==> src/mbsed_pkg.sv <==
package mbsed_pkg;

  typedef enum logic [2:0] {
    KIND_NONE        = 3'd0,
    KIND_NOTE_ON     = 3'd1,
    KIND_NOTE_OFF    = 3'd2,
    KIND_SUSTAIN_ON  = 3'd3,
    KIND_SUSTAIN_OFF = 3'd4,
    KIND_ALL_OFF     = 3'd5
  } kind_e;

  // Status bytes with special meaning
  localparam logic [7:0] BYTE_REALTIME_MIN = 8'hF8;
  localparam logic [7:0] BYTE_SYSEX_END    = 8'hF7;
  localparam logic [7:0] BYTE_SYSEX_START  = 8'hF0;
  localparam logic [7:0] BYTE_COMMON_MIN   = 8'hF1;

  // Message types (high nibble of the status byte)
  localparam logic [3:0] TYPE_NOTE_OFF  = 4'h8;
  localparam logic [3:0] TYPE_NOTE_ON   = 4'h9;
  localparam logic [3:0] TYPE_CTRL      = 4'hB;
  localparam logic [3:0] TYPE_PROGRAM   = 4'hC;
  localparam logic [3:0] TYPE_PRESSURE  = 4'hD;

  localparam logic [6:0] CTRL_SUSTAIN   = 7'd64;
  localparam logic [6:0] CTRL_ALL_OFF   = 7'd123;
  localparam logic [6:0] SUSTAIN_ON_MIN = 7'd64;

  localparam logic [15:0] CHANNEL_MASK_RESET = 16'hFFFF;

  typedef struct packed {
    kind_e      event_kind;
    logic [6:0] note_number;
    logic [6:0] note_velocity;
    logic [3:0] event_channel;
  } evt_t;

endpackage

==> src/mbsed_intf.sv <==
interface mbsed_byte_if;
  logic       valid;
  logic       ready;
  logic [7:0] midi_byte;

  modport source (output valid, output midi_byte, input ready);
  modport sink (input valid, input midi_byte, output ready);
endinterface

interface mbsed_evt_if;
  logic       valid;
  logic       ready;
  logic [2:0] event_kind;
  logic [6:0] note_number;
  logic [6:0] note_velocity;
  logic [3:0] event_channel;

  modport source (output valid, output event_kind, output note_number,
                  output note_velocity, output event_channel, input ready);
  modport sink (input valid, input event_kind, input note_number,
                input note_velocity, input event_channel, output ready);
endinterface

interface mbsed_cfg_if;
  logic        valid;
  logic        ready;
  logic [15:0] channel_mask;

  modport source (output valid, output channel_mask, input ready);
  modport sink (input valid, input channel_mask, output ready);
endinterface

==> src/midi_byte_stream_event_decoder_unit.sv <==
// MIDI 1.0 byte stream event decoder.
// byte_i takes one raw byte of the serial stream per item. evt_o gives
// exactly one item per input byte: event kind, note, velocity and channel,
// with kind none (all other fields zero) for bytes that complete nothing.
// cfg_i writes the 16-bit channel mask; it is always ready, and a write
// takes effect for the next byte accepted.
// The event is registered: a byte accepted at an edge shows its event in
// the next cycle. Throughput is one byte per cycle while evt_o does not
// stall; the decode is a single pass through running status, first data
// byte and the mask between the input handshake and the event register.
// The event register decouples the sides: byte_i stays ready while the
// held event is taken in the same cycle. When evt_o stalls, byte_i drops
// ready until the pending event is taken; no byte or event is lost.
// Reset clears running status, the SysEx flag and the pending first data
// byte, empties the event register and sets the channel mask to all ones.
module midi_byte_stream_event_decoder_unit
  import mbsed_pkg::*;
(
  input  logic           clk_i,
  input  logic           rst_ni,
  mbsed_byte_if.sink     byte_i,
  mbsed_cfg_if.sink      cfg_i,
  mbsed_evt_if.source    evt_o
);

  logic [15:0] mask_q;
  logic [7:0]  status_q, status_d;
  logic        have_first_q, have_first_d;
  logic [6:0]  first_q, first_d;
  logic        sysex_q, sysex_d;
  logic        out_valid_q;
  evt_t        evt_q, evt_d;
  logic        in_acc;
  logic        out_acc;
  logic [7:0]  b;
  logic        complete;
  logic [6:0]  d1;
  logic [6:0]  d2;
  logic        chan_on;

  assign b       = byte_i.midi_byte;
  assign in_acc  = byte_i.valid && byte_i.ready;
  assign out_acc = out_valid_q && evt_o.ready;
  assign byte_i.ready = !out_valid_q || evt_o.ready;
  assign cfg_i.ready  = 1'b1;
  assign chan_on = mask_q[status_q[3:0]];

  // State walk for one byte
  always_comb begin
    status_d     = status_q;
    have_first_d = have_first_q;
    first_d      = first_q;
    sysex_d      = sysex_q;
    complete     = 1'b0;
    d1           = first_q;
    d2           = b[6:0];
    if (b >= BYTE_REALTIME_MIN) begin
      // real-time: no effect
    end else if (b == BYTE_SYSEX_END) begin
      sysex_d = 1'b0;
    end else if (b == BYTE_SYSEX_START) begin
      sysex_d      = 1'b1;
      have_first_d = 1'b0;
    end else if (sysex_q) begin
      // absorb
    end else if (b >= BYTE_COMMON_MIN) begin
      status_d     = '0;
      have_first_d = 1'b0;
    end else if (b[7]) begin
      status_d     = b;
      have_first_d = 1'b0;
    end else if (status_q == '0) begin
      // drop data without status
    end else if (!have_first_q) begin
      if (status_q[7:4] == TYPE_PROGRAM || status_q[7:4] == TYPE_PRESSURE) begin
        // one-byte message completes with no event
      end else begin
        first_d      = b[6:0];
        have_first_d = 1'b1;
      end
    end else begin
      complete     = 1'b1;
      have_first_d = 1'b0;
    end
  end

  // Event decode of a completed two-byte message
  always_comb begin
    evt_d = '0;
    if (complete && chan_on) begin
      unique case (status_q[7:4])
        TYPE_NOTE_ON: begin
          evt_d.note_number = d1;
          if (d2 != '0) begin
            evt_d.event_kind    = KIND_NOTE_ON;
            evt_d.note_velocity = d2;
          end else begin
            evt_d.event_kind = KIND_NOTE_OFF;
          end
        end
        TYPE_NOTE_OFF: begin
          evt_d.event_kind  = KIND_NOTE_OFF;
          evt_d.note_number = d1;
        end
        TYPE_CTRL: begin
          if (d1 == CTRL_SUSTAIN) begin
            evt_d.event_kind = (d2 >= SUSTAIN_ON_MIN) ? KIND_SUSTAIN_ON
                                                      : KIND_SUSTAIN_OFF;
          end else if (d1 == CTRL_ALL_OFF) begin
            evt_d.event_kind = KIND_ALL_OFF;
          end
        end
        default: begin
          evt_d.event_kind = KIND_NONE;
        end
      endcase
      if (evt_d.event_kind != KIND_NONE) begin
        evt_d.event_channel = status_q[3:0];
      end
    end
  end

  always_ff @(posedge clk_i or negedge rst_ni) begin
    if (!rst_ni) begin
      mask_q       <= CHANNEL_MASK_RESET;
      status_q     <= '0;
      have_first_q <= 1'b0;
      first_q      <= '0;
      sysex_q      <= 1'b0;
      out_valid_q  <= 1'b0;
    end else begin
      if (cfg_i.valid && cfg_i.ready) begin
        mask_q <= cfg_i.channel_mask;
      end
      if (in_acc) begin
        status_q     <= status_d;
        have_first_q <= have_first_d;
        first_q      <= first_d;
        sysex_q      <= sysex_d;
        out_valid_q  <= 1'b1;
      end else if (out_acc) begin
        out_valid_q <= 1'b0;
      end
    end
  end

  always_ff @(posedge clk_i) begin
    if (in_acc) begin
      evt_q <= evt_d;
    end
  end

  assign evt_o.valid         = out_valid_q;
  assign evt_o.event_kind    = evt_q.event_kind;
  assign evt_o.note_number   = evt_q.note_number;
  assign evt_o.note_velocity = evt_q.note_velocity;
  assign evt_o.event_channel = evt_q.event_channel;

  a_acc_gives_item: assert property (@(posedge clk_i) disable iff (!rst_ni)
    in_acc |=> out_valid_q)
    else $error("accepted byte produced no pending item");

  a_none_is_zero: assert property (@(posedge clk_i) disable iff (!rst_ni)
    (out_valid_q && evt_q.event_kind == KIND_NONE) |->
      (evt_q.note_number == '0 && evt_q.note_velocity == '0 &&
       evt_q.event_channel == '0))
    else $error("kind none item carries nonzero fields");

  a_vel_only_note_on: assert property (@(posedge clk_i) disable iff (!rst_ni)
    (out_valid_q && evt_q.event_kind != KIND_NOTE_ON) |->
      evt_q.note_velocity == '0)
    else $error("velocity set on non note-on item");

  a_first_needs_status: assert property (@(posedge clk_i) disable iff (!rst_ni)
    have_first_q |-> status_q[7])
    else $error("first data byte held without running status");

  a_sysex_start: assert property (@(posedge clk_i) disable iff (!rst_ni)
    (in_acc && b == BYTE_SYSEX_START) |=> (sysex_q && !have_first_q))
    else $error("SysEx start not tracked");

endmodule
==> src/flat_wrapper.sv <==
// flat-port wrapper written by rule: the top's interface ports become plain ports
module midi_byte_stream_event_decoder_unit_flat import mbsed_pkg::*;
  (clk_i, rst_ni, byte_i_valid, byte_i_midi_byte, byte_i_ready, cfg_i_valid, cfg_i_channel_mask, cfg_i_ready, evt_o_valid, evt_o_event_kind, evt_o_note_number, evt_o_note_velocity, evt_o_event_channel, evt_o_ready);
  mbsed_byte_if byte_i_i ();
  mbsed_cfg_if cfg_i_i ();
  mbsed_evt_if evt_o_i ();
  input  logic clk_i;
  input  logic rst_ni;
  input wire logic [$bits(byte_i_i.valid)-1:0] byte_i_valid;
  input wire logic [$bits(byte_i_i.midi_byte)-1:0] byte_i_midi_byte;
  output wire logic [$bits(byte_i_i.ready)-1:0] byte_i_ready;
  input wire logic [$bits(cfg_i_i.valid)-1:0] cfg_i_valid;
  input wire logic [$bits(cfg_i_i.channel_mask)-1:0] cfg_i_channel_mask;
  output wire logic [$bits(cfg_i_i.ready)-1:0] cfg_i_ready;
  output wire logic [$bits(evt_o_i.valid)-1:0] evt_o_valid;
  output wire logic [$bits(evt_o_i.event_kind)-1:0] evt_o_event_kind;
  output wire logic [$bits(evt_o_i.note_number)-1:0] evt_o_note_number;
  output wire logic [$bits(evt_o_i.note_velocity)-1:0] evt_o_note_velocity;
  output wire logic [$bits(evt_o_i.event_channel)-1:0] evt_o_event_channel;
  input wire logic [$bits(evt_o_i.ready)-1:0] evt_o_ready;
  assign byte_i_i.valid = byte_i_valid;
  assign byte_i_i.midi_byte = byte_i_midi_byte;
  assign byte_i_ready = byte_i_i.ready;
  assign cfg_i_i.valid = cfg_i_valid;
  assign cfg_i_i.channel_mask = cfg_i_channel_mask;
  assign cfg_i_ready = cfg_i_i.ready;
  assign evt_o_valid = evt_o_i.valid;
  assign evt_o_event_kind = evt_o_i.event_kind;
  assign evt_o_note_number = evt_o_i.note_number;
  assign evt_o_note_velocity = evt_o_i.note_velocity;
  assign evt_o_event_channel = evt_o_i.event_channel;
  assign evt_o_i.ready = evt_o_ready;
  midi_byte_stream_event_decoder_unit u_core (.clk_i(clk_i), .rst_ni(rst_ni), .byte_i(byte_i_i), .cfg_i(cfg_i_i), .evt_o(evt_o_i));
endmodule
==> config.mk <==
export PLATFORM = sky130hd
export DESIGN_NAME = midi_byte_stream_event_decoder_unit_flat
export DESIGN_NICKNAME = d
export VERILOG_FILES = /design/src/mbsed_pkg.sv /design/src/mbsed_intf.sv /design/src/midi_byte_stream_event_decoder_unit.sv /design/src/flat_wrapper.sv
export SDC_FILE = /design/constraint.sdc
export NUM_CORES = 1
export LEC_CHECK = 0
export BUFFER_PORTS_ARGS = -buffer_cell sky130_fd_sc_hd__buf_4
export CAP_MARGIN = 20
export CORE_MARGIN = 5
export CORE_UTILIZATION = 30
export CTS_CLUSTER_SIZE = 8
export DETAILED_ROUTE_END_ITERATION = 10
export PLACE_DENSITY = 0.48
export SYNTH_ARGS = -nofsm -noshare
export SYNTH_HDL_FRONTEND = slang
export SYNTH_SLANG_ARGS = --single-unit
==> constraint.sdc <==
create_clock -name clk_i -period 2.15 [get_ports clk_i]
set_input_delay 0.645 -clock clk_i [delete_from_list [all_inputs] [get_ports clk_i]]
set_output_delay 0.645 -clock clk_i [all_outputs]
set_load 0.01 [all_outputs]
==> out/metrics.yaml <==
run_status:
  run_status: "completed"
setup_path:
  cp-start-kind: "input pin"
  max_stage_delay_ps: 800
  r2r_slack_ps: 170
  cp.required_ps: 2390
  arrival_ps: 2260
  path_cells: "buf_4 > nand2b_2 > and2_1 > nor4bb_2 > buf_4 > mux2i_1"
  cpMostUsedCell: "buf_4"
  critPathSlowestCell: "nor4bb_2"
  path_class: "input pin to flip-flop"
  critPathBufInv: 2
  cp_max_fo: 6
  crit_family: "simple AND/OR/NAND/NOR gates"
  endpoint_kind: "flip-flop"
floorplan:
  ios: 53
  initial_core_util_pct: 30.3
  core_area_um2: 9060
  die_width_um: 106
  rows: 35
  dieArea_um2: 11200
  die_h_um: 106
sta:
  tightest_slew_ps: 875
  worst_clock_skew_ps: 7.70
  final_max_slew_viol_count: 0
  rsz0062_at_grt: "no"
  fin_crit_ps: 2030
  relSlewSlack_pct: 40.8
  tns_ps: 0
  hold_viol_final: 0
  setup_viol: 0
  min_period_over_period_pct: 94.2
  fmax_ghz: 0.494
logic_synthesis:
  synth_nets: 250
  netlist_instances: 221
  netlist_area_um2: 2750
  yosysSeqAreaShare_pct: 54.7
  synth.avg_cell_area_um2: 12.4
  synth_edf_count: 21
  yosys_warnings: 0
  synthDistinctLibCells: 44
  synth_async_sr_flop_share_pct: 61.8
  synth_seq_cells: 55
  synth_largest_area_cell: "edfxtp_1"
  ys.flop_type: "edfxtp_1"
  yosysTopAreaCellShare_pct: 23.0
  synthTopCellsByArea: "edfxtp_1, dfrtp_1, dfstp_2, mux2_2, mux2i_1"
global_route:
  grt_pass1_vias: 2082
  grt_pass1_wl_um: 10900
  grt_max_degree: 35
  antenna_found_initial: 0
  grt_overflow: 0
  track_usage_pct: 12.1
cts:
  cts_tree: "yes"
  hold_buffers: 0
  clk_pin_slew_worst_paths_ps: 100
  cts_setup_buffers: 0
  cts-buffers-inserted: 5
  cts_resized: 0
  clk_latency_ps: 310
  numClockSinks: 55
  cts_root_buf: "clkbuf_8"
  cts_max_path_buffers: 2
  h-tree-depth: 2
placed_design:
  place_inst: 395
  gp_congestion: 0.829
  io_buffers: 51
  hpwlAfterDp_um: 4920
pwr:
  internal_power_mw: 1.98
  switching_power_mw: 1.04
  powerDensity_nw_per_um2: 865
  pwr-share-seq_pct: 49.5
  p_sw_share_pct: 34.5
  p_leak_nw: 1.40
  ir_drop_uv: 433
  power_frac_clock_pct: 19.1
  combPwrFrac_pct: 31.3
flow_run:
  drv_cap: 0
layout:
  fin_util_pct: 38.5
  finalNonFillerCells: 403
  antenna_cells: 0
  areaGrowthSynthToFinish_pct: 27.1
  nNetsFinal: 320
  drive_gt1_share_pct: 46.6
min_path:
  min_path_type: "input pin to asynchronous set/reset pin"
route:
  routed_wl_um: 6480
  firstDrtPassIters: 4
  detail_route.iter0.violations: 100
  route.detailed.drc: 0
  vias_per_cell: 4.93
  wl_per_cell_um: 16.1
  ant_nets: 0
  via_count: 1987
worst paths after layout:
kind,start,to,cells past startpoint
max in group asynchronous,rst_ni,u_core.mask_q[8],1
worst max register to register,u_core.evt_o.valid,u_core.status_q[6],5
worst max-delay path,evt_o_ready,u_core.status_q[6],6
worst min-delay path,rst_ni,u_core.status_q[0],1
min in group clk_i,byte_i_valid,u_core.evt_o.valid,2
worst min register to register,u_core.have_first_q,u_core.have_first_q,1
routing by layer:
metal  wire (um)  track usage, %  vias up
met2        3070            19.6       50
met1        2980            16.1      958
met4         147            3.98        0
li1            -               -      967
met3         294            2.69       12
met5           0               0        -
power groups by stage:
stage	logic [mW]	clock network [mW]	registers (mW)
after floorplan	0.666	0	1.46
after global placement	0.946	0	1.51
after detailed placement	0.957	0	1.51
after CTS	0.960	0.602	1.49
after global routing	1.04	0.639	1.53
final	0.945	0.578	1.50
state kept, by name, summed over array words and instances (netlist names):
signal and cells:
u_core.evt_o.note_number 7, u_core.d1 7, u_core.mask_q 16, u_core.sysex_q 1
u_core.evt_o.note_velocity 7, u_core.evt_o.event_channel 4, u_core.evt_o.valid 1, u_core.have_first_q 1
u_core.evt_o.event_kind 3, u_core.status_q 8
cell usage after synthesis, types with 2 or more instances:
library cell,number
a21oi_1,2
a31oi_1,2
buf_2,5
buf_4,3
buf_6,2
clkbuf_1,2
dfrtp_1,18
dfstp_2,16
edfxtp_1,21
inv_1,9
mux2_2,16
mux2_4,8
mux2i_1,15
nand2_1,24
nand2b_1,3
nand3_1,8
nand4_1,6
nand4b_1,3
nor2_1,4
nor3_1,4
nor3_2,2
nor4_1,20
nor4_2,3
o21ai_0,2
or3_1,3
or4_4,2
cell usage in the layout (no fill, tap or decap), drive strengths merged, types with 2 or more instances in the layout:
cell type	n
clkbuf	6
inv	9
mux2	24
a31oi	2
nor2	4
or4	2
o21ai	2
buf	76
clkinv	2
mux2i	15
nand2b	4
or3	3
nand4	6
edfxtp	21
nor4	24
nand2	24
nor3	6
nand3	9
dfstp	16
dfrtp	18
nand4b	3
a21oi	2
worst reg2reg max path, stage by stage, from the launching register on:
cell	delay, ps
dfrtp_1	400
nand2b_2	70
and2_1	180
nor4bb_2	800
buf_4	270
mux2i_1	190
cell families (layout without fill, tap and decap cells):
group                  after synthesis  in the layout  synth area share [%]
AND/OR/NAND/NOR                     91             91                  20.7
flip-flops                          55             55                  54.7
multiplexers                        39             39                  16.4
buffers and inverters               22             93                  4.19
AO/OA/AOI/OAI                       13             13                  3.87
other                                1              1                 0.137
cell type report:
| cell class | instances | area (um2) |
|---|---|---|
| multi-input combinational | 144 | 1130 |
| tap | 111 | 139 |
| clock buffer | 6 | 72.6 |
| fill | 882 | 5580 |
| clock inverter | 2 | 12.5 |
| inverter | 9 | 33.8 |
| timing repair buffer | 76 | 596 |
| sequential | 55 | 1500 |
through the flow:
stage	instance area [um2]	setup slack [ps]	power [mW]	hold slack, ps
after floorplan	2750	37.1	2.12	349
after global placement	3400	-155	2.46	511
after detailed placement	3400	-192	2.47	513
after CTS	3490	131	3.05	294
after global routing	3490	26.1	3.21	310
final	3490	124	3.02	289
Power figures use the tool's default switching activity.
